**src/rtl/pcrc_pkg.sv**
```systemverilog
// Package: shared types, constants and the byte-wide CRC step for the cksum engine.
package pcrc_pkg;

  localparam logic [31:0] CRC_POLY   = 32'h04C1_1DB7;
  localparam logic [31:0] CRC_INVERT = 32'hFFFF_FFFF;

  localparam logic OP_DATA   = 1'b0;
  localparam logic OP_FINISH = 1'b1;

  typedef struct packed {
    logic       op;
    logic [7:0] data_byte;
  } in_word_t;

  typedef struct packed {
    logic [31:0] checksum;
    logic [63:0] byte_length;
  } out_word_t;

  // controller -> datapath
  typedef struct packed {
    logic data_en;    // fold a message byte, bump the count
    logic len_start;  // copy count into the length shifter
    logic len_step;   // fold the low length byte, shift right by 8
    logic emit;       // load the output register, clear crc and count
  } pcrc_cmd_t;

  // datapath -> controller
  typedef struct packed {
    logic rem_zero;   // no length bytes left
    logic slot_free;  // output register empty or being taken
  } pcrc_stat_t;

  // MSB-first CRC over one byte, eight shift/xor steps
  function automatic logic [31:0] crc_feed_byte(input logic [31:0] crc,
                                                input logic [7:0]  b);
    logic [31:0] r;
    r = crc ^ {b, 24'h00_0000};
    for (int k = 0; k < 8; k++) begin
      if (r[31]) begin
        r = {r[30:0], 1'b0} ^ CRC_POLY;
      end else begin
        r = {r[30:0], 1'b0};
      end
    end
    return r;
  endfunction

endpackage

```
**src/rtl/pcrc_dp.sv**
```systemverilog
// Datapath: CRC and count registers, length shifter and output register.
module pcrc_dp (
  input  logic                clk,
  input  logic                rst_n,
  input  pcrc_pkg::pcrc_cmd_t cmd,
  output pcrc_pkg::pcrc_stat_t stat,
  input  logic [7:0]          data_byte,
  output logic                out_valid,
  input  logic                out_stall,
  output pcrc_pkg::out_word_t out_word
);

  logic [31:0]         crc_r, crc_nxt;
  logic [63:0]         count_r, count_nxt;
  logic [63:0]         rem_r, rem_nxt;
  logic                out_valid_r, out_valid_nxt;
  pcrc_pkg::out_word_t out_word_r, out_word_nxt;

  always_comb begin
    crc_nxt       = crc_r;
    count_nxt     = count_r;
    rem_nxt       = rem_r;
    out_word_nxt  = out_word_r;
    out_valid_nxt = out_valid_r && out_stall;
    if (cmd.data_en) begin
      crc_nxt   = pcrc_pkg::crc_feed_byte(crc_r, data_byte);
      count_nxt = count_r + 64'd1;
    end
    if (cmd.len_start) begin
      rem_nxt = count_r;
    end
    if (cmd.len_step) begin
      crc_nxt = pcrc_pkg::crc_feed_byte(crc_r, rem_r[7:0]);
      rem_nxt = {8'h00, rem_r[63:8]};
    end
    if (cmd.emit) begin
      out_word_nxt.checksum    = crc_r ^ pcrc_pkg::CRC_INVERT;
      out_word_nxt.byte_length = count_r;
      out_valid_nxt            = 1'b1;
      crc_nxt                  = 32'h0;
      count_nxt                = 64'h0;
    end
  end

  always_ff @(posedge clk) begin
    if (!rst_n) begin
      crc_r       <= 32'h0;
      count_r     <= 64'h0;
      out_valid_r <= 1'b0;
    end else begin
      crc_r       <= crc_nxt;
      count_r     <= count_nxt;
      out_valid_r <= out_valid_nxt;
    end
  end

  always_ff @(posedge clk) begin
    rem_r      <= rem_nxt;
    out_word_r <= out_word_nxt;
  end

  assign stat.rem_zero  = (rem_r == 64'h0);
  assign stat.slot_free = !out_valid_r || !out_stall;
  assign out_valid      = out_valid_r;
  assign out_word       = out_word_r;

endmodule

```
**src/rtl/pcrc_ctrl.sv**
```systemverilog
// Controller: sequences data bytes, length append and result hand-off.
module pcrc_ctrl (
  input  logic                 clk,
  input  logic                 rst_n,
  input  logic                 in_valid,
  input  logic                 in_op,
  output logic                 in_stall,
  input  pcrc_pkg::pcrc_stat_t stat,
  output pcrc_pkg::pcrc_cmd_t  cmd
);

  typedef enum logic {
    ST_DATA,
    ST_LEN
  } state_t;

  state_t state_r, state_nxt;
  logic   accept;

  assign in_stall = (state_r != ST_DATA);
  assign accept   = in_valid && !in_stall;

  always_comb begin
    cmd       = '0;
    state_nxt = state_r;
    case (state_r)
      ST_DATA: begin
        if (accept) begin
          if (in_op == pcrc_pkg::OP_FINISH) begin
            cmd.len_start = 1'b1;
            state_nxt     = ST_LEN;
          end else begin
            cmd.data_en = 1'b1;
          end
        end
      end
      ST_LEN: begin
        if (!stat.rem_zero) begin
          cmd.len_step = 1'b1;
        end else if (stat.slot_free) begin
          cmd.emit  = 1'b1;
          state_nxt = ST_DATA;
        end
      end
      default: begin
        state_nxt = ST_DATA;
      end
    endcase
  end

  always_ff @(posedge clk) begin
    if (!rst_n) begin
      state_r <= ST_DATA;
    end else begin
      state_r <= state_nxt;
    end
  end

endmodule

```
**src/rtl/posix_cksum_crc32.sv**
```systemverilog
// Top level: POSIX cksum engine, controller plus datapath.
//
//  channel | ports                        | word
//  --------+------------------------------+--------------------------------
//  input   | in_valid, in_stall, in_word  | op, data_byte
//  output  | out_valid, out_stall, out_word | checksum, byte_length
//
// Data words are taken one per cycle while in_stall is low; the CRC byte step is
// combinational. A finish word stalls the input while the length is appended
// one byte per cycle (0 to 8 bytes), then the output register is loaded, once
// the previous result is no longer held by out_stall.
// A held result does not block data words of the next message.
// Reset (rst_n low, synchronous) clears CRC, count, state and out_valid.
module posix_cksum_crc32 (
  input  logic                clk,
  input  logic                rst_n,
  input  logic                in_valid,
  output logic                in_stall,
  input  pcrc_pkg::in_word_t  in_word,
  output logic                out_valid,
  input  logic                out_stall,
  output pcrc_pkg::out_word_t out_word
);

  pcrc_pkg::pcrc_cmd_t  cmd;
  pcrc_pkg::pcrc_stat_t stat;

  // sequencing
  pcrc_ctrl u_ctrl (
    .clk      (clk),
    .rst_n    (rst_n),
    .in_valid (in_valid),
    .in_op    (in_word.op),
    .in_stall (in_stall),
    .stat     (stat),
    .cmd      (cmd)
  );

  // CRC, count, length shifter, output register
  pcrc_dp u_dp (
    .clk       (clk),
    .rst_n     (rst_n),
    .cmd       (cmd),
    .stat      (stat),
    .data_byte (in_word.data_byte),
    .out_valid (out_valid),
    .out_stall (out_stall),
    .out_word  (out_word)
  );

  // a result leaves only once the length is fully folded in
  a_emit_after_len: assert property (@(posedge clk) disable iff (!rst_n)
    cmd.emit |-> stat.rem_zero)
    else $error("result emitted with length bytes pending");

  // an emitted result shows up on the output next cycle
  a_emit_shows: assert property (@(posedge clk) disable iff (!rst_n)
    cmd.emit |=> out_valid)
    else $error("emitted result not presented");

  // a finish word closes the input until its result is loaded
  a_finish_stalls: assert property (@(posedge clk) disable iff (!rst_n)
    (in_valid && !in_stall && (in_word.op == pcrc_pkg::OP_FINISH)) |=> in_stall)
    else $error("input open during length append");

  // never more than one command at once
  a_one_cmd: assert property (@(posedge clk) disable iff (!rst_n)
    $onehot0(cmd))
    else $error("conflicting datapath commands");

endmodule

```
**config.mk**
```make
export PLATFORM = sky130hd
export DESIGN_NAME = posix_cksum_crc32
export DESIGN_NICKNAME = d
export VERILOG_FILES = /design/src/rtl/pcrc_pkg.sv /design/src/rtl/pcrc_dp.sv /design/src/rtl/pcrc_ctrl.sv /design/src/rtl/posix_cksum_crc32.sv
export SDC_FILE = /design/constraint.sdc
export NUM_CORES = 1
export LEC_CHECK = 0
export ABC_AREA = 1
export BUFFER_PORTS_ARGS = -buffer_cell sky130_fd_sc_hd__buf_2
export CORE_MARGIN = 5
export CORE_UTILIZATION = 50
export CTS_CLUSTER_DIAMETER = 50
export DETAILED_ROUTE_END_ITERATION = 8
export PLACE_DENSITY = 0.68
export SYNTH_ARGS = -nofsm -noshare
export SYNTH_HDL_FRONTEND = slang
export SYNTH_SLANG_ARGS = --single-unit
```
**constraint.sdc**
```tcl
create_clock -name clk -period 7.5 [get_ports clk]
set_input_delay 1.125 -clock clk [delete_from_list [all_inputs] [get_ports clk]]
set_output_delay 1.125 -clock clk [all_outputs]
set_load 0.01 [all_outputs]
```
==> reports/qor.csv <==
stage,metric,value,unit
run_status,outcome,finished clean,
die,die width,177,um
setup_path,crit start category,flip-flop,
synth,ranking of synthesized cells by area,"edfxtp_1 33%, nand2_1 18%, dfxtp_1 15%",
synth,Mapped Area,13900,sq um
sta,Hold Slack,0.472,ns
sta,Slew Limit Fails,0,
pwr,pwr dens,246,nW/um^2
synth,main combinational cell family by area after synthesis,simple AND/OR/NAND/NOR gates,
hold_path,Worst Min Path Start,u_dp.rem_r[57],
synth,Synth Area in Compound Gates,0.0520,
routing,DRT Pass-1 Iters,5,
synth,synthesis warning total,0,
setup_path,critical path depth in cells,10,
synth,"Net Count, Synth",1835,
clocking,Max H-tree Level,2,
sta,Final Cycle Share,0.453,
sta,final count of hold timing violations,0,
sta,fmax,294,MHz
setup_path,WS Path Type,reg -> reg,
sta,Setup Skew,0.0234,ns
sta,RSZ-0062 raised after global routing,false,
synth,adder-cell share of the synthesized area,0.000903,
setup_path,CP arrival,3.67,ns
synth,top-count cell post-synth,nand2_1,
synth,multiplexer area fraction after synthesis,0,
place,Port Buf Inserts,110,
setup_path,"CP delay by family, top",simple AND/OR/NAND/NOR gates,
synth,Synth Flop Type,edfxtp_1,
sta,Worst-Margin Slew,0.876,ns
setup_path,Max stage delay on crit path,0.48,ns
routing,drt wl/cell,17.2,um
grt,Total GRT Usage,0.252,
synth,synth unique cells,48,
place,Final GP Congestion,0.919,
synth,"EDFF count, synth",152,
die,DIE AREA,31200,sq um
routing,vias post-DR,12300,
clocking,clock latency on the worst-skew pair,0.51,ns
sta,slew margin rel.,0.416,
setup_path,worst setup path startpoint,u_dp.rem_r[31],
sta,fin crit period,3.40,ns
clocking,CTS tree,yes,
setup_path,most frequent CP cell,nor2_1,
setup_path,CP Buf/Inv Count,2,
setup_path,CP endpoint kind,flip-flop,
setup_path,worst setup path end,u_dp.rem_r[2],
place,hpwl dp,29100,um
cells_and_area,final net count,1940,
clocking,Clock Path Buffers,3,
pwr,internal power,2.70,mW
clocking,cts hold-fix bufs,0,
synth,sequential area share after synthesis,0.482,
pwr,power share of the combinational group,0.182,
pwr,sequential cell fraction of total power,0.415,
clocking,Sink Count,258,
synth,Mapped Cells,1821,
clocking,Clock transition at path regs,0.06,ns
die,core box area,27600,sq um
routing,Antenna Nets Post-Route,0,
die,IO Count,111,
sta,final setup TNS,0,ns
pwr,peak supply drop,0.152,mV
die,floorplan row count,61,
grt,GRT Residual Overflow,0,
grt,vias in the first global route,11600,
die,Starting Density,0.503,
synth,Yosys top cell by area,edfxtp_1,
routing,Starting DRT DRC Count,1101,
setup_path,critical path's slowest cell,nand2_4,
clocking,"Setup Fix Bufs, Post-CTS",0,
sta,final setup vio count,0,
setup_path,RR Endpoint,u_dp.rem_r[2],
setup_path,Register-to-Register Path Depth,10,
pwr,Clock power frac,0.404,
synth,Yosys top cell area share,0.329,
synth,Seq cells post-synth,258,
clocking,Root Buffer,clkbuf_16,
cells_and_area,layout overhead on the synthesized area,13.8,%
clocking,post-CTS sizing,0,
pwr,Pleak,6.54,nW
setup_path,cell breakdown of the critical path,nor2_1 > nand2_1 > nor2_1 > nand2_1 > nor2_1 > nand2_2 > nand2_4 > inv_2 > buf_4 > o21ai_0,
setup_path,crit path max fanout,103,
grt,initial antenna violation count,0,
cells_and_area,ANT cells,0,
routing,DRC viols,0,
pwr,Sw Share,0.302,
cells_and_area,share of layout cells above drive strength 1,0.120,
grt,global-route wire length before repair,62000,um
clocking,TritonCTS Buffers,34,
setup_path,"setup slack, reg-to-reg",4.10,ns
routing,DRT Wirelength,40000,um
run,max_cap viols,0,
synth,post-synthesis simple-gate area fraction,0.351,
pwr,net load switching power,1.17,mW
setup_path,Critical Path RT,7.78,ns
synth,synth cell count leaders,"678 x nand2_1, 174 x nor2_1, 165 x inv_1, 152 x edfxtp_1, 131 x nand3_1",
routing,Via density,5.30,
die,Die Y-Extent,177,um
synth,Synth Area in XOR/XNOR,0.0474,
synth,Mean Syn Cell Area,7.61,sq um
grt,largest net degree at the start of global routing,104,
setup_path,r2r startpoint,u_dp.rem_r[31],
synth,ys async rst share,0,
hold_path,Hold Crit Class,reg -> reg,
[layer usage]
metal  up-vias  part of all wire  GRT usage
li1       6106                 -          -
met1      5641              0.42      0.327
met2       481              0.46      0.415
met3       107             0.066     0.0362
met4         0             0.050      0.124
met5         -                 0          0
[flip-flops by register name, summed over array words and instances (netlist names)]
| signal | count |
|---|---|
| u_dp.crc_r | 32 |
| u_dp.rem_r | 64 |
| u_dp.out_word | 96 |
| u_dp.out_valid | 1 |
| u_dp.count_r | 64 |
| u_ctrl.in_stall | 1 |
[logic make-up after synthesis]
| logic type | count (synthesis) |
|---|---|
| flops | 258 |
| buf+inv | 223 |
| fa+ha+maj | 1 |
| compound gates | 140 |
| xor+xnor | 75 |
| simple gates | 1124 |
[worst reg2reg max path, stage by stage, from the launching register on]
cell	delay [ns]
edfxtp_1	0.42
nor2_1	0.12
nand2_1	0.06
nor2_1	0.17
nand2_1	0.12
nor2_1	0.23
nand2_2	0.15
nand2_4	0.48
inv_2	0.42
buf_4	0.47
o21ai_0	0.50
[cells in the final DEF (no fill, tap or decap), types with 4 or more instances in the layout]
| cell type | count |
|---|---|
| nor3_1 | 32 |
| nand4_1 | 37 |
| nor2_4 | 6 |
| nor2_2 | 5 |
| nor3_2 | 7 |
| nand3b_1 | 6 |
| o21ai_0 | 69 |
| nand2_1 | 676 |
| inv_1 | 164 |
| buf_4 | 4 |
| nand2_2 | 21 |
| clkbuf_16 | 35 |
| nor3b_1 | 5 |
| inv_6 | 8 |
| buf_2 | 110 |
| dfxtp_1 | 106 |
| clkbuf_8 | 4 |
| xor2_1 | 72 |
| and2_1 | 5 |
| clkbuf_1 | 8 |
| inv_2 | 11 |
| nand3_1 | 131 |
| nand2_4 | 5 |
| a21oi_1 | 62 |
| nor2_1 | 174 |
| edfxtp_1 | 152 |
[power by group through the flow]
stage          Clock [mW]  Sequential [mW]  Combinational, mW
6_report             1.56             1.61              0.703
5_1_grt              1.66             1.61              0.787
4_1_cts              1.59             1.60              0.692
3_5_place_dp            0             1.63              0.688
3_3_place_gp            0             1.63              0.678
2_1_floorplan           0             1.61              0.533
[worst min path at each step]
stage / to / cells after the start
2_1_floorplan: u_dp.out_word[51] / 0
4_1_cts: u_dp.rem_r[57] / 2
3_3_place_gp: u_dp.out_word[10] / 0
6_report: u_dp.rem_r[57] / 2
3_5_place_dp: u_dp.out_word[51] / 0
5_1_grt: u_dp.out_word[10] / 0
[final cells by class]
type                            instances  area (sq um)
Sequential cell                       258          6690
Clock inverter                         13           124
Multi-Input combinational cell       1340          6270
Tap cell                              378           473
Timing Repair Buffer                  114           581
Fill cell                            2542         11800
Inverter                              178           677
Clock buffer                           47           961
[metrics by stage]
step / setup slack, ns / std cells / util / power [mW] / cell area [sq um]
2_1_floorplan: 3.86 / 1821 / - / 2.15 / 13900
3_3_place_gp: 4.15 / 2268 / 0.533 / 2.31 / 14700
3_5_place_dp: 4.06 / 2268 / 0.533 / 2.32 / 14700
4_1_cts: 4.13 / 2328 / 0.572 / 3.89 / 15800
5_1_grt: 3.89 / 2328 / 0.572 / 4.06 / 15800
6_report: 4.10 / 2328 / 0.572 / 3.87 / 15800
Power figures use the tool's default switching activity.
